[src/design/assert_macros.svh]
// assertion helpers shared by the design files
`ifndef ASSERT_MACROS_SVH
`define ASSERT_MACROS_SVH
`ifndef SYNTHESIS
`define SNDCAG_ASSERT(lbl, clk, rst, prop, msg) \
   lbl: assert property (@(posedge clk) disable iff (rst) prop) else $error(msg);
`define SNDCAG_ASSERT_NEVER(lbl, clk, rst, cond, msg) \
   lbl: assert property (@(posedge clk) disable iff (rst) !(cond)) else $error(msg);
`else
`define SNDCAG_ASSERT(lbl, clk, rst, prop, msg)
`define SNDCAG_ASSERT_NEVER(lbl, clk, rst, cond, msg)
`endif
`endif

[src/design/sndcag_pkg.sv]
package sndcag_pkg;

   localparam int ACTION_BITS    = 2;
   localparam int DIM_IDX_BITS   = 4;
   localparam int FIELD_BITS     = 16;
   localparam int OUT_ADDR_BITS  = 32;
   localparam int RANK_BITS      = 5;
   localparam int ELEM_BITS      = 5;
   localparam int CSR_DATA_BITS  = 5;
   localparam int CSR_INDEX_BITS = 1;
   // stride times element size
   localparam int SCALED_BITS    = FIELD_BITS + ELEM_BITS;

   localparam logic [ACTION_BITS-1:0] ACT_LOAD  = 2'd0;
   localparam logic [ACTION_BITS-1:0] ACT_START = 2'd1;
   localparam logic [ACTION_BITS-1:0] ACT_STEP  = 2'd2;

   localparam logic [CSR_INDEX_BITS-1:0] CSR_RANK       = 1'd0;
   localparam logic [CSR_INDEX_BITS-1:0] CSR_ELEM_BYTES = 1'd1;

   localparam logic [ELEM_BITS-1:0] ELEM_BYTES_RESET = 5'd4;

   typedef enum logic [2:0] {
      ST_IDLE,
      ST_PREP_MUL,
      ST_PREP_REW,
      ST_PREP_WR,
      ST_ADV,
      ST_EMIT
   } state_type;

   typedef struct packed {
      logic load;
      logic clear;
      logic prep_mul;
      logic prep_rew;
      logic prep_wr;
      logic capture;
      logic adv;
      logic load_out;
      logic last;
      logic cfg_lock;
   } cmd_type;

   typedef struct packed {
      logic idx_ok;
      logic ext_zero;
      logic wrap;
      logic out_free;
   } sts_type;

endpackage

[src/design/sndcag_ctrl.sv]
`include "assert_macros.svh"

module sndcag_ctrl #(
   parameter int MAX_DIMS = 16
) (
   input  logic                                clock,
   input  logic                                reset,
   input  logic                                req_valid,
   input  logic [sndcag_pkg::ACTION_BITS-1:0]  req_action,
   output logic                                req_ready,
   input  sndcag_pkg::sts_type                 sts,
   input  logic [$clog2(MAX_DIMS+1)-1:0]       n_dims,
   output sndcag_pkg::cmd_type                 cmd,
   output logic [((MAX_DIMS > 1) ? $clog2(MAX_DIMS) : 1)-1:0] dim
);

   localparam int DIM_BITS = (MAX_DIMS > 1) ? $clog2(MAX_DIMS) : 1;
   localparam int CNT_BITS = $clog2(MAX_DIMS + 1);

   sndcag_pkg::state_type state_ff, state_in;
   logic [DIM_BITS-1:0]   dim_ff, dim_in;
   logic                  walk_active_ff, walk_active_in;
   logic                  ok_ff, ok_in;
   logic                  last_ff, last_in;
   logic [CNT_BITS-1:0]   n_m1;
   logic [DIM_BITS-1:0]   dim_last;

   assign n_m1     = n_dims - CNT_BITS'(1);
   assign dim_last = DIM_BITS'(n_m1);
   assign dim      = dim_ff;

   always_ff @(posedge clock) begin
      if (reset) begin
         state_ff       <= sndcag_pkg::ST_IDLE;
         dim_ff         <= '0;
         walk_active_ff <= 1'b0;
         ok_ff          <= 1'b0;
         last_ff        <= 1'b0;
      end else begin
         state_ff       <= state_in;
         dim_ff         <= dim_in;
         walk_active_ff <= walk_active_in;
         ok_ff          <= ok_in;
         last_ff        <= last_in;
      end
   end

   always_comb begin
      logic done;
      logic fin;
      done           = 1'b0;
      fin            = 1'b0;
      state_in       = state_ff;
      dim_in         = dim_ff;
      walk_active_in = walk_active_ff;
      ok_in          = ok_ff;
      last_in        = last_ff;
      cmd            = '0;
      cmd.cfg_lock   = walk_active_ff;
      req_ready      = 1'b0;
      case (state_ff)
         sndcag_pkg::ST_IDLE: begin
            req_ready = 1'b1;
            if (req_valid) begin
               case (req_action)
                  sndcag_pkg::ACT_LOAD: begin
                     if (!walk_active_ff && sts.idx_ok) begin
                        cmd.load = 1'b1;
                     end
                  end
                  sndcag_pkg::ACT_START: begin
                     cmd.clear      = 1'b1;
                     walk_active_in = 1'b0;
                     if (n_dims != '0) begin
                        dim_in   = '0;
                        ok_in    = 1'b1;
                        state_in = sndcag_pkg::ST_PREP_MUL;
                     end
                  end
                  sndcag_pkg::ACT_STEP: begin
                     if (walk_active_ff) begin
                        cmd.capture = 1'b1;
                        dim_in      = dim_last;
                        state_in    = sndcag_pkg::ST_ADV;
                     end
                  end
                  default: begin
                  end
               endcase
            end
         end
         sndcag_pkg::ST_PREP_MUL: begin
            cmd.prep_mul = 1'b1;
            if (sts.ext_zero) begin
               ok_in = 1'b0;
            end
            state_in = sndcag_pkg::ST_PREP_REW;
         end
         sndcag_pkg::ST_PREP_REW: begin
            cmd.prep_rew = 1'b1;
            state_in     = sndcag_pkg::ST_PREP_WR;
         end
         sndcag_pkg::ST_PREP_WR: begin
            cmd.prep_wr = 1'b1;
            if (dim_ff == dim_last) begin
               walk_active_in = ok_ff;
               state_in       = sndcag_pkg::ST_IDLE;
            end else begin
               dim_in   = dim_ff + DIM_BITS'(1);
               state_in = sndcag_pkg::ST_PREP_MUL;
            end
         end
         sndcag_pkg::ST_ADV: begin
            cmd.adv = 1'b1;
            if (!sts.wrap) begin
               done = 1'b1;
            end else if (dim_ff == '0) begin
               done           = 1'b1;
               fin            = 1'b1;
               walk_active_in = 1'b0;
            end else begin
               dim_in = dim_ff - DIM_BITS'(1);
            end
            if (done) begin
               if (sts.out_free) begin
                  cmd.load_out = 1'b1;
                  cmd.last     = fin;
                  state_in     = sndcag_pkg::ST_IDLE;
               end else begin
                  last_in  = fin;
                  state_in = sndcag_pkg::ST_EMIT;
               end
            end
         end
         sndcag_pkg::ST_EMIT: begin
            if (sts.out_free) begin
               cmd.load_out = 1'b1;
               cmd.last     = last_ff;
               state_in     = sndcag_pkg::ST_IDLE;
            end
         end
         default: begin
            state_in = sndcag_pkg::ST_IDLE;
         end
      endcase
   end

   `SNDCAG_ASSERT(a_walk_arm, clock, reset, $rose(walk_active_ff) |-> $past(state_ff == sndcag_pkg::ST_PREP_WR), "walk armed outside the descriptor pass")
   `SNDCAG_ASSERT(a_adv_armed, clock, reset, (state_ff == sndcag_pkg::ST_ADV) |-> walk_active_ff, "advance without an armed walk")
   `SNDCAG_ASSERT(a_adv_dim, clock, reset, (state_ff == sndcag_pkg::ST_ADV) |-> (CNT_BITS'(dim_ff) < n_dims), "advance beyond the dimensions in use")

endmodule

[config.mk]
export PLATFORM = sky130hd
export DESIGN_NAME = sndcag_ctrl
export DESIGN_NICKNAME = d
export VERILOG_FILES = /design/src/design/sndcag_pkg.sv /design/src/design/sndcag_ctrl.sv
export VERILOG_INCLUDE_DIRS = /design/src /design/src/design
export SDC_FILE = /design/constraint.sdc
export NUM_CORES = 1
export LEC_CHECK = 0
export ABC_AREA = 1
export ABC_CLOCK_PERIOD_IN_PS = 3350
export BUFFER_PORTS_ARGS = -buffer_cell sky130_fd_sc_hd__clkbuf_2
export CORE_ASPECT_RATIO = 0.9
export CORE_UTILIZATION = 55
export DETAILED_ROUTE_END_ITERATION = 7
export GPL_TIMING_DRIVEN = 0
export PLACE_DENSITY = 0.84
export REMOVE_ABC_BUFFERS = 1
export SLEW_MARGIN = 5
export SYNTH_ARGS = -nofsm -noshare
export SYNTH_HDL_FRONTEND = slang
export SYNTH_SLANG_ARGS = --single-unit
[constraint.sdc]
create_clock -name clock -period 3.35 [get_ports clock]
set_input_delay 0.5025 -clock clock [delete_from_list [all_inputs] [get_ports clock]]
set_output_delay 0.5025 -clock clock [all_outputs]
set_load 0.005 [all_outputs]
==> key figures <==
Final layout
  – Most common cell after layout, fill and taps aside: nand2_1
  – Most frequent cells in the layout: nand2_1 (44), clkbuf_2 (28), nor2_1 (24), inv_1 (23), nand3_1 (14)
  – Fin nets: about 220
  – Cell Count, Final, Fillers Out: ~220
  – Layout area overhead: 19.9%
  – Layout cell share with drive strength beyond 1: between 20% and 30%
  – N_diodes: 0
  – Final core utilization: 71.4%
  – Filler Cell Count: 154

Placed design
  – Post-DP HPWL: about 2000 um
  – Placed cell count: 218
  – Port Buf Inserts: 28
  – Final GP Congestion: 0.893
  – DP Worst Slack: around 1.3 ns

CTS
  – Root buf cell: clkbuf_4
  – Worst-path clk slew: about 0.06 ns
  – CTS H-tree lvls: 1
  – CTS Buffer Depth: 2
  – Sink Count: 10
  – Setup Buffers After CTS: 0
  – CTS Buf Count: 3
  – CTS tree: yes
  – Hold Buf Count CTS: 0
  – Clock Latency Late Sink: 0.26 ns
  – Resize count post-CTS: 0

Timing
  – Setup TNS: 0 ns
  – Period minus WS final: 1.93 ns
  – Worst slew pin tran: 0.350 ns
  – RSZ-0062 raised after global routing: no
  – Clk_skew: between 0.001 and 0.0015 ns
  – Max Transition Viols Final: 0
  – Worst Hold Slack: 0.479 ns
  – Post-route worst setup slack: 1.42 ns
  – Slew headroom: roughly 77%
  – Final Cycle Share: 57.7%
  – Final setup fails: 0
  – FMAX: a little over 0.5 GHz
  – Final hold vios: 0

Global routing
  – First-pass GRT wire length: 3880 um
  – Vias in the first global route: a little under 1000
  – GRT Util Overall: a little over a quarter
  – GR Overflow Total: 0
  – Largest net degree at the start of global routing: 9
  – Antenna violations before repair: 0

Synth
  – YS warnings: 0
  – Top-area cell type share of the netlist area: 20.0%
  – Post-synth top area cell: dfxtp_1
  – Gate Count Post-Synth: between 150 and 200
  – Sequential share of the synthesized area: about 20%
  – Synthesized cell area: 1000 um2
  – Syn avg cell area: 5.99 um2
  – FF+latch count, synth: 10
  – Synth top area cells: dfxtp_1 (20%), nand2_1 (17%), nor2_1 (9.0%)
  – Synth unique cells: 29

Worst setup path
  – Worst Path Buf+Inv: 2
  – Crit end category: output port
  – Slowest Stage Delay on Critical Path: between 0.4 and 0.5 ns
  – R2r worst-path depth: 12
  – Slowest cell on the critical path: dfxtp_1
  – Crit Path Max Fanout: 7
  – Worst-path cell chain: nand3_4 -> inv_2 -> nand2_2 -> a21oi_1 -> clkbuf_2
  – Crit. path cell count: 5
  – CP required: around 2.9 ns
  – CP Launch Type: register
  – CP Data Arrival Time: between 1 and 1.5 ns
  – Kind of critical path: register to output port
  – Critical path's top delay family: flip-flops

Routing
  – DR vias/cell: 5.11
  – Routed Antenna Nets: 0
  – Post-Route WL: 2430 um
  – DR iter-0 viols: 29
  – Post-route DRC: 0
  – Routed vias: 1134
  – WL/cell: roughly 11 um
  – DRT Pass-1 Iters: 4

Floorplan
  – Initial Util: approximately three fifths
  – IO Count: 29
  – Core area: 1680 um2
  – Die X: approximately 47 um
  – Row count: 14
  – Die Area: approximately 2000 um2
  – Die Y-Extent: approximately 42 um

Power
  – Worst vdd ir: between 0.0003 and 0.0004 V
  – Leak: roughly 0.00062 uW
  – Pwr dens: about 480 nW/um2

Status
  – Status: finished clean

Hold path
  – Worst hold path type: primary input to register
  – Hold-critical path depth: 2

Run
  – Max-cap viol count: 0
[worst register-to-register path: stages, from the launching register on]
cell and delay [ns]:
dfxtp_1 0.42, inv_1 0.12, nand3_4 0.13, inv_2 0.10, ha_1 0.32, a21boi_0 0.28
nor2_1 0.08, nand3_1 0.07, nand2_1 0.05, nand2_1 0.05, nand2_1 0.06, nor2_1 0.08
nor2_1 0.05
[final cells by class]
class	count	area, um2	share of cell area, %
timing repair buffer	28	140	11.7
sequential	10	200	16.7
tap	24	30.0	2.50
clock buffer	4	36.3	3.02
multi-input combinational	128	686	57.1
inverter	28	108	8.97
[final timing paths]
kind / start / end / slack (ns)
hold / removal: reset / walk_active_ff / 0.48
hold reg to reg: ok_ff / ok_ff / 0.48
setup reg to reg: state_ff[0] / dim[3] / 1.43
setup / recovery: state_ff[2] / cmd[2] / 1.42
[through the flow]
step | instance area, um2 | power (uW)
finish | 1200 | 576
global route | 1200 | 628
CTS | 1200 | 578
detailed placement | 1160 | 464
global placement | 1160 | 453
floorplan | 993 | 384
[sequential cells by signal, summed over array words and instances, names as in the netlist]
signal	count
ok_ff	1
last_ff	1
dim	4
state_ff	3
walk_active_ff	1
[routing by layer]
metal,wire [um],vias to the layer above,GRT usage (%)
li1,-,596,-
met1,1090,492,33.3
met2,1150,41,46.4
met3,154,5,3.88
met4,34,0,8.57
met5,0,-,0
[cells in the mapped netlist]
| library cell | n |
|---|---|
| nand3_1 | 14 |
| a21boi_0 | 1 |
| nor4_1 | 1 |
| nor2_2 | 2 |
| nor2_1 | 24 |
| a211oi_1 | 1 |
| inv_4 | 1 |
| dfxtp_1 | 10 |
| nand2_4 | 4 |
| inv_1 | 23 |
| nor3_1 | 2 |
| nand4_1 | 3 |
| o21a_1 | 1 |
| a22oi_1 | 1 |
| o32ai_1 | 1 |
| ha_1 | 4 |
| xnor2_1 | 1 |
| nor2_4 | 1 |
| fa_1 | 1 |
| nand3_2 | 1 |
| buf_4 | 1 |
| nand3_4 | 1 |
| o21ai_0 | 7 |
| o21ai_1 | 1 |
| nand2_2 | 3 |
| nand2_1 | 44 |
| a21oi_1 | 6 |
| inv_2 | 4 |
| nand3b_1 | 3 |
[power by group]
| part | switching (uW) | internal, uW | leakage, uW |
|---|---|---|---|
| sequential | 32.3 | 140 | 0.0000816 |
| combinational | 183 | 113 | 0.000518 |
| clock | 41.4 | 66.0 | 0.0000210 |
[kinds of logic (layout without fill, tap and decap cells)]
kind of cell / after synthesis / after routing / synth area share, %
buf+inv: 29 / 60 / 11.5
simple gates: 103 / 103 / 49.8
compound gates: 19 / 19 / 10.9
xor+xnor: 1 / 1 / 0.875
fa+ha+maj: 5 / 5 / 7.00
flops: 10 / 10 / 20.0
Note: power is estimated with default switching activity, not from simulation.
